===== src/rtl/ssort_pkg.sv =====
// Shared types and constants for the shell sort engine.
// No dependencies; imported by ssort_ram, ssort_seq and shell_sort_engine_top.
package ssort_pkg;

	// Width of one element word and default capacity of the element store
	localparam int VALUE_W   = 32;
	localparam int DEPTH_DEF = 16;

	// Sequencer states
	typedef enum logic [3:0] {
		S_LOAD,
		S_GAP,
		S_RD_HELD,
		S_HELD,
		S_CHK,
		S_CMP,
		S_NEXT,
		S_EMIT_RD,
		S_EMIT_WR
	} state_t;

	// Result load request from the sequencer to the output register
	typedef struct packed {
		logic load;
		logic last;
		logic ovf;
	} emit_t;

endpackage


===== src/rtl/shell_sort_engine_top.sv =====
// Channel   Dir  Handshake           Word fields
// in        in   in_valid/in_ready   in_value[31:0] signed, in_last
// out       out  out_valid/out_ready out_value[31:0] signed, out_last, overflow
//
// Loading writes each accepted input word to the store. After the last word the store
// is sorted in place, gap by gap: each element is read and held, the word one gap back
// is shifted up while larger, and the held word is written where it settles, paced by
// the single read port. Readout reads each result, then loads the output register.
// Input is refused from the last input word until the final result is in the output
// register. Reset clears control only; no clearing pass. A stalled output holds readout.
//
// Top level of the shell sort engine: element store, sequencer, output register.
// Depends on ssort_pkg, ssort_ram and ssort_seq.
module shell_sort_engine_top import ssort_pkg::*; #(
	parameter int DEPTH = DEPTH_DEF
) (
	input  logic                      clk,
	input  logic                      arst_n,
	input  logic                      in_valid,
	output logic                      in_ready,
	input  logic signed [VALUE_W-1:0] in_value,
	input  logic                      in_last,
	output logic                      out_valid,
	input  logic                      out_ready,
	output logic signed [VALUE_W-1:0] out_value,
	output logic                      out_last,
	output logic                      overflow
);

	localparam int AW = $clog2(DEPTH);

	logic               wr_en;
	logic [AW-1:0]      wr_addr;
	logic [VALUE_W-1:0] wr_data;
	logic               rd_en;
	logic [AW-1:0]      rd_addr;
	logic [VALUE_W-1:0] rd_data;
	logic               out_free;
	emit_t              emit;

	logic               out_valid_q;
	logic [VALUE_W-1:0] out_value_q;
	logic               out_last_q;
	logic               ovf_q;

	ssort_ram #(
		.WIDTH (VALUE_W),
		.DEPTH (DEPTH)
	) u_store (
		.clk     (clk),
		.wr_en   (wr_en),
		.wr_addr (wr_addr),
		.wr_data (wr_data),
		.rd_en   (rd_en),
		.rd_addr (rd_addr),
		.rd_data (rd_data)
	);

	ssort_seq #(
		.DEPTH (DEPTH)
	) u_seq (
		.clk      (clk),
		.arst_n   (arst_n),
		.in_valid (in_valid),
		.in_ready (in_ready),
		.in_value (in_value),
		.in_last  (in_last),
		.wr_en    (wr_en),
		.wr_addr  (wr_addr),
		.wr_data  (wr_data),
		.rd_en    (rd_en),
		.rd_addr  (rd_addr),
		.rd_data  (rd_data),
		.out_free (out_free),
		.emit     (emit)
	);

	// Output register: free when empty or being taken this cycle
	assign out_free = !out_valid_q || out_ready;

	always_ff @(posedge clk or negedge arst_n) begin
		if (!arst_n) begin
			out_valid_q <= 1'b0;
		end else if (emit.load) begin
			out_valid_q <= 1'b1;
		end else if (out_ready) begin
			out_valid_q <= 1'b0;
		end
	end

	always_ff @(posedge clk) begin
		if (emit.load) begin
			out_value_q <= rd_data;
			out_last_q  <= emit.last;
			ovf_q       <= emit.ovf;
		end
	end

	assign out_valid = out_valid_q;
	assign out_value = out_value_q;
	assign out_last  = out_last_q;
	assign overflow  = ovf_q;

	// A result word is only loaded into an empty output register
	a_load_empty: assert property (@(posedge clk) disable iff (!arst_n)
		emit.load |-> !out_valid_q)
		else $error("result loaded over a pending output word");

	// The store is never read and written at the same entry in one cycle
	a_no_rw_clash: assert property (@(posedge clk) disable iff (!arst_n)
		(rd_en && wr_en) |-> (rd_addr != wr_addr))
		else $error("store read and write collide");

	// After the final result is loaded, the next set can be taken
	a_reload: assert property (@(posedge clk) disable iff (!arst_n)
		(emit.load && emit.last) |=> in_ready)
		else $error("input not reopened after final result");

endmodule


===== src/rtl/ssort_ram.sv =====
// Generic single-write, single-read synchronous RAM with registered read data.
// Depends on ssort_pkg for default parameter values.
module ssort_ram import ssort_pkg::*; #(
	parameter int WIDTH = VALUE_W,
	parameter int DEPTH = DEPTH_DEF
) (
	input  logic                     clk,
	input  logic                     wr_en,
	input  logic [$clog2(DEPTH)-1:0] wr_addr,
	input  logic [WIDTH-1:0]         wr_data,
	input  logic                     rd_en,
	input  logic [$clog2(DEPTH)-1:0] rd_addr,
	output logic [WIDTH-1:0]         rd_data
);

	logic [WIDTH-1:0] mem_q [DEPTH];
	logic [WIDTH-1:0] rd_data_q;

	// Write port
	always_ff @(posedge clk) begin
		if (wr_en) begin
			mem_q[wr_addr] <= wr_data;
		end
	end

	// Registered read port; data holds when not reading
	always_ff @(posedge clk) begin
		if (rd_en) begin
			rd_data_q <= mem_q[rd_addr];
		end
	end

	assign rd_data = rd_data_q;

endmodule


===== src/rtl/ssort_seq.sv =====
// Sequencer of the shell sort engine: load, gapped insertion passes, readout.
// Depends on ssort_pkg (state_t, emit_t, VALUE_W); drives the ports of one ssort_ram.
module ssort_seq import ssort_pkg::*; #(
	parameter int DEPTH = DEPTH_DEF
) (
	input  logic                       clk,
	input  logic                       arst_n,
	// input words
	input  logic                       in_valid,
	output logic                       in_ready,
	input  logic signed [VALUE_W-1:0]  in_value,
	input  logic                       in_last,
	// element store
	output logic                       wr_en,
	output logic [$clog2(DEPTH)-1:0]   wr_addr,
	output logic [VALUE_W-1:0]         wr_data,
	output logic                       rd_en,
	output logic [$clog2(DEPTH)-1:0]   rd_addr,
	input  logic [VALUE_W-1:0]         rd_data,
	// output register
	input  logic                       out_free,
	output emit_t                      emit
);

	localparam int AW = $clog2(DEPTH);
	localparam int CW = $clog2(DEPTH + 1);
	localparam logic [CW-1:0] FULL = CW'(DEPTH);
	localparam logic [CW-1:0] ONE  = CW'(1);

	state_t            state_q, state_nx;
	logic [CW-1:0]     count_q;
	logic              drop_q;
	logic [CW-1:0]     gap_q;
	logic [CW-1:0]     i_q;
	logic [CW-1:0]     pos_q;
	logic [CW-1:0]     k_q;
	logic [VALUE_W-1:0] held_q;

	logic              store_ok;
	logic [CW-1:0]     n_next;
	logic [CW-1:0]     i_inc;
	logic [CW-1:0]     k_inc;
	logic [CW-1:0]     pos_dn;
	logic              pos_ge;
	logic              cmp_gt;
	logic              k_last;

	assign store_ok = count_q < FULL;
	assign n_next   = store_ok ? count_q + ONE : count_q;
	assign i_inc    = i_q + ONE;
	assign k_inc    = k_q + ONE;
	assign pos_dn   = pos_q - gap_q;
	assign pos_ge   = pos_q >= gap_q;
	assign cmp_gt   = $signed(rd_data) > $signed(held_q);
	assign k_last   = k_inc == count_q;

	// Next state
	always_comb begin
		state_nx = state_q;
		case (state_q)
			S_LOAD:    if (in_valid && in_last) state_nx = S_GAP;
			S_GAP:     state_nx = (gap_q == '0) ? S_EMIT_RD : S_RD_HELD;
			S_RD_HELD: state_nx = S_HELD;
			S_HELD:    state_nx = S_CHK;
			S_CHK:     state_nx = pos_ge ? S_CMP : S_NEXT;
			S_CMP:     state_nx = cmp_gt ? S_CHK : S_NEXT;
			S_NEXT:    state_nx = (i_inc == count_q) ? S_GAP : S_RD_HELD;
			S_EMIT_RD: if (out_free) state_nx = S_EMIT_WR;
			S_EMIT_WR: state_nx = k_last ? S_LOAD : S_EMIT_RD;
			default:   state_nx = S_LOAD;
		endcase
	end

	// Store accesses, handshake and result loads per state
	always_comb begin
		in_ready  = 1'b0;
		wr_en     = 1'b0;
		wr_addr   = pos_q[AW-1:0];
		wr_data   = held_q;
		rd_en     = 1'b0;
		rd_addr   = i_q[AW-1:0];
		emit.load = 1'b0;
		emit.last = k_last;
		emit.ovf  = drop_q;
		case (state_q)
			S_LOAD: begin
				in_ready = 1'b1;
				wr_en    = in_valid && store_ok;
				wr_addr  = count_q[AW-1:0];
				wr_data  = in_value;
			end
			S_RD_HELD: begin
				rd_en = 1'b1;
			end
			S_CHK: begin
				// look one gap back, or drop the held word in place
				if (pos_ge) begin
					rd_en   = 1'b1;
					rd_addr = pos_dn[AW-1:0];
				end else begin
					wr_en = 1'b1;
				end
			end
			S_CMP: begin
				// shift the larger word up, or settle the held word here
				wr_en   = 1'b1;
				wr_data = cmp_gt ? rd_data : held_q;
			end
			S_EMIT_RD: begin
				rd_en   = out_free;
				rd_addr = k_q[AW-1:0];
			end
			S_EMIT_WR: begin
				emit.load = 1'b1;
			end
			default: begin
			end
		endcase
	end

	// Control registers
	always_ff @(posedge clk or negedge arst_n) begin
		if (!arst_n) begin
			state_q <= S_LOAD;
			count_q <= '0;
			drop_q  <= 1'b0;
			gap_q   <= '0;
			i_q     <= '0;
			pos_q   <= '0;
			k_q     <= '0;
		end else begin
			state_q <= state_nx;
			case (state_q)
				S_LOAD: begin
					if (in_valid) begin
						count_q <= n_next;
						if (!store_ok) drop_q <= 1'b1;
						if (in_last) gap_q <= n_next >> 1;
					end
				end
				S_GAP: begin
					i_q <= gap_q;
					k_q <= '0;
				end
				S_HELD: begin
					pos_q <= i_q;
				end
				S_CMP: begin
					if (cmp_gt) pos_q <= pos_dn;
				end
				S_NEXT: begin
					i_q <= i_inc;
					if (i_inc == count_q) gap_q <= gap_q >> 1;
				end
				S_EMIT_WR: begin
					k_q <= k_inc;
					if (k_last) begin
						count_q <= '0;
						drop_q  <= 1'b0;
					end
				end
				default: begin
				end
			endcase
		end
	end

	// Held word of the current insertion
	always_ff @(posedge clk) begin
		if (state_q == S_HELD) begin
			held_q <= rd_data;
		end
	end

endmodule


===== config.mk =====
export PLATFORM = sky130hd
export DESIGN_NAME = shell_sort_engine_top
export DESIGN_NICKNAME = d
export VERILOG_FILES = /design/src/rtl/ssort_pkg.sv /design/src/rtl/shell_sort_engine_top.sv /design/src/rtl/ssort_ram.sv /design/src/rtl/ssort_seq.sv
export SDC_FILE = /design/constraint.sdc
export NUM_CORES = 1
export LEC_CHECK = 0
export ABC_AREA = 1
export BUFFER_PORTS_ARGS = -buffer_cell sky130_fd_sc_hd__buf_2
export CORE_ASPECT_RATIO = 0.9
export CORE_UTILIZATION = 35
export CTS_CLUSTER_SIZE = 20
export DETAILED_ROUTE_END_ITERATION = 6
export HOLD_SLACK_MARGIN = 0.15
export SLEW_MARGIN = 20
export SYNTH_ARGS = -nofsm -noshare
export SYNTH_HDL_FRONTEND = slang
export SYNTH_SLANG_ARGS = --single-unit

===== constraint.sdc =====
create_clock -name clk -period 4.7 [get_ports clk]
set_input_delay 1.175 -clock clk [delete_from_list [all_inputs] [get_ports clk]]
set_output_delay 1.175 -clock clk [all_outputs]
set_load 0.1 [all_outputs]

# == Yosys cells after proc, flatten, opt, wreduce, memory -nomap -nowiden ==
# Memory sizes are Yosys's and may differ from the RTL's. A register that Yosys moved wholly into a read port is not among the register bits.
# Index checks and enable logic that the tools add are counted.
# classes
add_sub_neg,4
magnitude_cmp,3
n_eq_ne,19
mux,39
reduce_logical,18
# op_table
cell,n
$pmux 32 s2,1
$pmux 5 s2,5
$pmux 4 s9,1
$mux 5,7
$gt 32x32->1,1
$mux 32,1
$eq 4x3->1 const B,4
$mux 4,4
$add 5x1->5 const B,3
$ne 2x1->1 const B,6
$reduce_and 4->1,3
$reduce_bool 2->1,6
$mux 1,11
$eq 5x5->1,2
$eq 4x2->1 const B,2
$pmux 4 s2,1
$mux 2,3
$mux 3,2
$ne 2x2->1 const B,3
$pmux 1 s3,2
$ge 5x5->1,1
$logic_not 5->1,1
$lt 5x5->1 const B,1
$sub 5x5->5,1
9 further kinds,11
# totals
regBits,97
ramBits,512
inputBits,37
output_inout_bits,36
word_cells,97
n_memories,1
# mem_list
name,words,word_bits,rd,rd_clocked_by_memory_dff,wr,line,source
u_store.mem_q,16,32,1,1,1,ssort_ram.sv:16,logic [WIDTH-1:0] mem_q [DEPTH];

# == Depth between registers and ports, before layout ==
# Gate-level depths: netlist of the first run.
# logic_depth
depth_word,5
mapped_depth,20
mapped_depth_nobuf,19

# == Cells and area by module ==
# From an unflattened synthesis of the first run, not the netlist that was laid out.
# hier_totals
cells_unflattened,2827
hier_area_um2,28965.3
# modules_own_cells
module,n_inst,cells_each,area_each_um2,seq_area_each_um2
ssort_ram,1,2120,23050.9,16335.7
ssort_seq,1,668,4848.4,1686.6
shell_sort_engine_top,1,39,1066.0,1046.0

# == Worst setup path after synthesis of the first run ==
# Ideal clock, no wire load.
# synth_path
kind,input to register
start,input in_valid
end,"memory u_store.mem_q[8][0] (netlist bit), enable pin"
setup_time_ns,0.461
t_arrival_ns,3.850
required_ns,4.239
slack_ns,0.389
stages,6
path_buffers,0
path_cell_list,nand2_1 > inv_1 > nand2_1 > nand3_1 > nand3_1 > nor3_1
# synth_via
elab_chain_cells,4
# synth_rtl
element,line,source
start: declaration,shell_sort_engine_top.sv:19,"input logic in_valid,"
$logic_and 1x1->1,ssort_seq.sv:88,wr_en = in_valid && store_ok;
$pmux 1 s3,ssort_seq.sv:85,case (state_q)
$mux 1,ssort_ram.sv:21,if (wr_en) begin
$mux 1 (not written as such),ssort_ram.sv:22,mem_q[wr_addr] <= wr_data;
end: declaration,ssort_ram.sv:16,
# Every way passes these cells.

# == Final worst setup path of the first run ==
# layout_path
start,register u_seq.state_q[2]
end,output in_ready
# layout_via
elab_chain_cells,2
# layout_rtl
element,line,source
start: declaration,ssort_seq.sv:30,"state_t state_q, state_nx;"
start signal: assignment,ssort_seq.sv:132,state_q <= state_nx;
$logic_not 4->1,ssort_seq.sv:85,
$mux 1,ssort_seq.sv:85,
end: declaration,shell_sort_engine_top.sv:20,"output logic in_ready,"
# Every way passes these cells.

==> flow_metrics.env, run 1 <==
export IMPL_drc=0
export IMPL_finalMaxSlewViolations=0
export IMPL_critPathMaxFanout=32
export IMPL_outcome="completed"
export IMPL_drt_first_iter_violations=2223
export IMPL_tns_ns=0
export IMPL_worstPathArrival_ns=2.53
export IMPL_cts_path_max_buffers=3
export IMPL_viasPerCell=5.07
export IMPL_cts_reportedPaths_clkPinSlew_ns=0.06
export IMPL_antenna_left=0
export IMPL_r2r_slack_ns=1.10
export IMPL_num_vias=20000
export IMPL_hold_violations=0
export IMPL_wl_met2_um=36900
export IMPL_setup_viol=0
export IMPL_firstDrtPassIters=6
export IMPL_antenna_found_initial=0
export IMPL_yosysUniqueCellTypes=39
export IMPL_first_global_vias=18900
export IMPL_grt_use_total_pct=19.2
export IMPL_synth_edff_count=610
export IMPL_yosys_top_cells_area="edfxtp_1, nand3_1, nand2_1"
export IMPL_layout_drive_gt1_share_pct=9.86
export IMPL_synth_nets=2801
export IMPL_cp_start_kind="register"
export IMPL_core_area_um2=82700
export IMPL_die_w_um=307
export IMPL_synth_main_ff_cell="edfxtp_1"
export IMPL_leakage_nw=13.3
export IMPL_postCtsSetupBuffers=0
export IMPL_fin_crit_ns=3.70
export IMPL_cts_made_buffers=69
export IMPL_grt_pass1_wl_um=122000
export IMPL_wl_per_cell_um=20.6
export IMPL_utilization_pct=40.0
export IMPL_end_kind="output port"
export IMPL_dpl_worst_slack_ns=1.12
export IMPL_crit_type="reg -> out"
export IMPL_cts_root_buf="clkbuf_16"
export IMPL_pwr_share_comb_pct=42.9
export IMPL_top_layer="met4"
export IMPL_yosys_top_cells_count="edfxtp_1, nand2_1, nand3_1"
export IMPL_dieArea_um2=84700
export IMPL_netlist_instances=2724
export IMPL_tritoncts="done"
export IMPL_required_ns=3.52
export IMPL_startpoint="u_seq.state_q[2]$_DFFE_PN0P_"
export IMPL_reg2regPathDepth=17
export IMPL_hpwl_um=45600
export IMPL_htree_levels=3
export IMPL_worstHoldPathType="reg -> reg"
export IMPL_synth_avg_cell_area_um2=10.7
export IMPL_power_switching_w=0.0108
export IMPL_p_int_w=0.0145
export IMPL_setup_ws_ns=0.996
export IMPL_cts_hold_buf=0
export IMPL_ys_seq_area_share_pct=65.2
export IMPL_reg2reg_from="u_seq.gap_q[2]$_DFFE_PN0P_"
export IMPL_routed_wl_um=81500
export IMPL_cp_endpoint="in_ready"
export IMPL_wl_met3_um=6560
export IMPL_clk_latency_ns=0.62
export IMPL_pwr_share_clk_pct=21.2
export IMPL_yosysWarnings=0
export IMPL_maxCapViolCount=0
export IMPL_grt_max_degree=158
export IMPL_gp_congestion=0.855
export IMPL_synth_top_area_share_pct=62.6
export IMPL_fin_skew_ns=0.0349
export IMPL_switching_share_pct=42.6
export IMPL_seq_power_share_pct=35.8
export IMPL_cts_resized=0
export IMPL_ys_async_sr_fraction_pct=4.69
export IMPL_maxSlewHeadroom_pct=20.7
export IMPL_powerDensity_nw_per_um2=765
export IMPL_drt_met1_wl_um=36200
export IMPL_finalPower_w=0.0253
export IMPL_worstMarginPinSlew_ns=1.19
export IMPL_die_h_um=276
export IMPL_synth_top_cell_by_area="edfxtp_1"
export IMPL_period_share_pct=78.8
export IMPL_ys_ff_latch=640
export IMPL_nets=2856
export IMPL_rsz0062_at_grt="false"
export IMPL_ios=73
export IMPL_clock_fmax_mhz=270
export IMPL_syn_to_final_growth_pct=13.2
export IMPL_num_rows=100
export IMPL_vdd_drop_max_mv=0.652
export IMPL_syn_cell_area_um2=29200
export IMPL_timing_rr_end="u_store.rd_data[17]$_DFFE_PP_"
export IMPL_placement_io_buffers=72
export IMPL_initial_utilization_pct=35.4
export IMPL_synth_most_common_cell="edfxtp_1"
export IMPL_grt_overflow_total=0
export IMPL_clock_sinks=640
## layer usage
| layer | vias up | GRT usage [%] |
|---|---|---|
| met5 | - | 0 |
| met4 | 0 | 5.97 |
| met3 | 124 | 3.34 |
| met2 | 824 | 29.8 |
| met1 | 9745 | 27.3 |
| li1 | 9327 | - |
## placed cells by master, fill, tap and decap left out, drive strengths merged
cell / count
nand4: 41
o21a: 2
o221ai: 3
a22oi: 1
fa: 1
o21ai: 30
a21oi: 18
nand2: 590
clkinvlp: 4
diode: 1
nor4: 1
xor2: 12
o211ai: 1
bufinv: 6
ha: 39
or2: 1
inv: 430
nor2: 47
xnor2: 2
edfxtp: 610
o22ai: 6
nand3b: 194
a211oi: 1
a211o: 1
clkinv: 33
nor3: 4
and2: 1
buf: 128
dfrtp: 30
nand3: 512
a21o: 1
clkbuf: 79
## through the flow
stage / area, um2 / hold slack [ns] / std cells
finish: 33100 / 0.453 / 3952
global route: 33100 / 0.482 / 3951
CTS: 33100 / 0.454 / 3951
detailed placement: 30900 / 0.440 / 3830
global placement: 30900 / 0.434 / 3830
floorplan: 29200 / 0.420 / 2724
## logic make-up (layout without fill, tap and decap cells)
| logic type | Yosys count | in the layout | share of synthesized area, % |
|---|---|---|---|
| xor+xnor | 14 | 14 | 0.419 |
| fa+ha+maj | 40 | 40 | 1.74 |
| other cells | 0 | 1 | 0 |
| buf+inv | 575 | 680 | 8.29 |
| compound gates | 64 | 64 | 1.25 |
| flops | 640 | 640 | 65.2 |
| simple gates | 1391 | 1391 | 23.1 |
## power groups by stage
| stage | registers (W) | clock network [W] | logic, W |
|---|---|---|---|
| floorplan | 0.00898 | 0 | 0.00728 |
| global placement | 0.00914 | 0 | 0.0107 |
| detailed placement | 0.00916 | 0 | 0.0108 |
| CTS | 0.00905 | 0.00546 | 0.0108 |
| global route | 0.00913 | 0.00567 | 0.0120 |
| finish | 0.00907 | 0.00537 | 0.0109 |
## worst max-delay path, cell delays in order, from the launching register on
cell and delay, ns:
dfrtp_1 0.40, nor2_1 0.18, inv_1 0.15, nor2_4 0.25, buf_4 0.41, buf_2 0.50
## flip-flops by register name (all words and copies together), names as in the netlist
name	cells
u_seq.state_q	4
u_seq.i_q	5
u_seq.pos_q	5
out_last	1
u_seq.drop_q	1
out_valid	1
overflow	1
u_seq.count_q	5
u_store.rd_data	32
u_store.mem_q	512
u_seq.held_q	32
u_seq.gap_q	4
u_seq.k_q	5
out_value	32
## how the worst min path moves through the flow
stage                    endpoint                startpoint  depth (start not counted)
2_1_floorplan  overflow$_DFFE_PP_  u_seq.drop_q$_DFFE_PN0P_                          0
3_3_place_gp   overflow$_DFFE_PP_  u_seq.drop_q$_DFFE_PN0P_                          0
3_5_place_dp   overflow$_DFFE_PP_  u_seq.drop_q$_DFFE_PN0P_                          0
4_1_cts        overflow$_DFFE_PP_  u_seq.drop_q$_DFFE_PN0P_                          0
5_1_grt        overflow$_DFFE_PP_  u_seq.drop_q$_DFFE_PN0P_                          0
6_report       overflow$_DFFE_PP_  u_seq.drop_q$_DFFE_PN0P_                          0
## final cells by class
class	instances	area [um2]
multi-input cells	1509	7850
clock inverters	42	394
inverters	431	1620
clock buffers	79	1810
fillers	7900	49600
repair buffers	128	968
well taps	1122	1400
diodes	1	2.50
flip-flops and latches	640	19100
Power figures use the tool's default switching activity.
==> run 2: changes to the inputs <==
Settings changed: ABC_AREA 1 to 0.
Clock period 4.7 ns to 3.1 ns, I/O delays scaled along.
==> flow_metrics.env, run 2 <==
export IMPL_outcome="finished, violations left"
export IMPL_violations="negative setup slack"
export IMPL_synth_edff_count=610
export IMPL_cts_hold_buf=0
export IMPL_worstPathArrival_ns=3.68
export IMPL_fin_skew_ns=0.0194
export IMPL_grt_max_degree=32
export IMPL_grt_pass1_wl_um=108000
export IMPL_end_kind="register"
export IMPL_yosys_top_cells_count="edfxtp_1, mux2i_1, o22ai_1"
export IMPL_syn_cell_area_um2=26100
export IMPL_ios=73
export IMPL_antenna_found_initial=1
export IMPL_ys_ff_latch=640
export IMPL_synth_top_area_share_pct=70.2
export IMPL_routed_wl_um=80400
export IMPL_powerDensity_nw_per_um2=495
export IMPL_largest_register_ffs=512
export IMPL_cp_slowest_cell="a221o_4"
export IMPL_crit_path_frequent_cell="buf_4"
export IMPL_layout_drive_gt1_share_pct=30.6
export IMPL_leakage_nw=10.1
export IMPL_finalMaxSlewViolations=0
export IMPL_num_rows=94
export IMPL_cts_root_buf="clkbuf_16"
export IMPL_htree_levels=2
export IMPL_die_h_um=261
export IMPL_wl_per_cell_um=27.1
export IMPL_die_w_um=290
export IMPL_fin_area_um2=34100
export IMPL_grt_overflow_total=0
export IMPL_worstHoldPathType="in -> async"
export IMPL_yosysUniqueCellTypes=64
export IMPL_synth_most_common_cell="edfxtp_1"
export IMPL_cts_path_max_buffers=3
export IMPL_final_common_cell="edfxtp_1"
export IMPL_crit_family="compound AO/OA/AOI/OAI gates"
export IMPL_crit_type="reg -> reg"
export IMPL_nets=2037
export IMPL_regMostFlops="u_store.mem_q"
export IMPL_hpwl_um=44100
export IMPL_num_vias=16700
export IMPL_placement_io_buffers=72
export IMPL_ys_async_sr_fraction_pct=4.69
export IMPL_viasPerCell=5.63
export IMPL_worstMarginPinSlew_ns=1.13
export IMPL_startpoint="u_store.rd_data[15]$_DFFE_PP_"
export IMPL_dieArea_um2=75700
export IMPL_drt_first_iter_violations=1895
export IMPL_initial_utilization_pct=35.6
export IMPL_final_cell_count_no_fill=2970
export IMPL_reg2reg_from="u_store.rd_data[15]$_DFFE_PP_"
export IMPL_rsz0062_at_grt="true"
export IMPL_setup_ws_ns=-0.233
export IMPL_drc=0
export IMPL_antenna_left=0
export IMPL_syn_to_final_growth_pct=30.5
export IMPL_cts_reportedPaths_clkPinSlew_ns=0.07
export IMPL_yosys_top_cells_area="edfxtp_1, mux2i_1, o22ai_1"
export IMPL_cp_start_kind="register"
export IMPL_crit_buf_inv=3
export IMPL_clock_sinks=640
export IMPL_synth_main_ff_cell="edfxtp_1"
export IMPL_ys_seq_area_share_pct=73.1
export IMPL_critPathMaxFanout=16
export IMPL_synth_avg_cell_area_um2=16.5
export IMPL_maxSlewHeadroom_pct=24.0
export IMPL_clock_fmax_mhz=300
export IMPL_core_area_um2=73400
export IMPL_grt_use_total_pct=19.4
export IMPL_gp_congestion=0.871
export IMPL_clk_latency_ns=0.64
export IMPL_required_ns=3.45
export IMPL_utilization_pct=46.4
export IMPL_crit_chain="ha_4, nand4_1, buf_4, a21oi_4, o41ai_4, a31oi_2, buf_4, or2_4, buf_16, a221o_4"
export IMPL_netlist_instances=1577
export IMPL_placed_area_um2=29800
export IMPL_maxCapViolCount=0
export IMPL_firstDrtPassIters=5
export IMPL_hold_violations=0
export IMPL_cts_made_buffers=61
export IMPL_antenna_cells=0
export IMPL_final_cell_mix="edfxtp_1, mux2i_1, buf_4"
export IMPL_setup_viol=545
export IMPL_yosysWarnings=0
export IMPL_first_global_vias=15800
export IMPL_synth_nets=1654
export IMPL_dp_cells=2744
export IMPL_cp_slowest_stage_delay_ns=0.53
export IMPL_synth_top_cell_by_area="edfxtp_1"
export IMPL_fin_crit_ns=3.33
export IMPL_vdd_drop_max_mv=0.449
export IMPL_n_fill_cell=6270
export IMPL_period_share_pct=108
export IMPL_tritoncts="done"
## run 2: cell count changes in the layout (fill, tap and decap cells not counted), moves of 119 or more
cell | before | now
mux2i_1 | 0 | 242
o22ai_1 | 6 | 125
nand3_1 | 510 | 15
nand2_1 | 579 | 30
nand3b_1 | 194 | 1
buf_4 | 41 | 190
inv_1 | 407 | 41
## run 2: stage by stage
step | power [W] | hold slack (ns) | setup TNS (ns) | setup slack, ns
finish | 0.0169 | 0.205 | -80.12 | -0.233
detailed placement | 0.00955 | 0.448 | -253.41 | -0.535
global placement | 0.00955 | 0.436 | -190.64 | -0.415
CTS | 0.0169 | 0.214 | -44.79 | -0.144
floorplan | 0.00951 | 0.425 | -1.09 | -0.00627
global route | 0.0172 | 0.254 | -115.43 | -0.324
## run 2: kinds of logic (layout without fill, tap and decap cells)
kind of cell	count (synthesis)	in the layout	share of synthesized area, %
and+or+nand+nor	221	221	4.80
DFF	640	640	73.1
buffers and inverters	131	542	2.58
muxes	257	257	9.86
adders and majority gates	40	40	1.95
xor gates and xnor gates	21	21	0.705
AOI/OAI and AO/OA	267	289	7.04
## run 2: worst register-to-register path: stages (launching register included)
cell and delay (ns):
edfxtp_1 0.47, ha_4 0.29, nand4_1 0.21, buf_4 0.18, a21oi_4 0.05, o41ai_4 0.45
a31oi_2 0.16, buf_4 0.16, or2_4 0.33, buf_16 0.21, a221o_4 0.55
## run 2: path summary, 6_finish.rpt
kind,to,depth (start not counted),slack (ns)
setup / recovery,u_store.mem_q[14][11]$_DFFE_PP_,10,-0.23
min in group clk,overflow$_DFFE_PP_,0,0.46
hold / removal,u_seq.drop_q$_DFFE_PN0P_,1,0.21
max in group asynchronous,u_seq.gap_q[0]$_DFFE_PN0P_,1,2.43
setup reg to reg,u_store.mem_q[14][11]$_DFFE_PP_,10,-0.23
hold reg to reg,overflow$_DFFE_PP_,0,0.46
## run 2: cell type report
type,instances,area (um2),area share (%)
flip-flops and latches,640,19100,56.0
clock inverters,44,412,1.21
repair buffers,379,4120,12.1
clock buffers,69,1580,4.63
inverters,50,188,0.551
multi-input cells,828,7490,22.0
well taps,960,1200,3.53
## run 2: repair_timing
item                                    4_1_cts  5_1_grt
resized for setup                            70       99
gates cloned                                  8       40
pin swaps                                    23       44
endpoints found under the setup margin      547      545
setup buffers                                18       47
## run 2: power breakdown
part | switching (W) | internal (W)
Combinational | 0.0000196 | 0.0000180
Clock | 0.00326 | 0.00423
Sequential | 0.00000297 | 0.00932
## run 2: routing by layer
metal  GRT usage, %  up-vias  part of all wire [%]
met3           3.02      120                   9.1
li1               -     7164                     -
met1           27.7     8548                    43
met2           31.0      877                    46
met4           4.64        0                   2.1
met5              0        -                     0
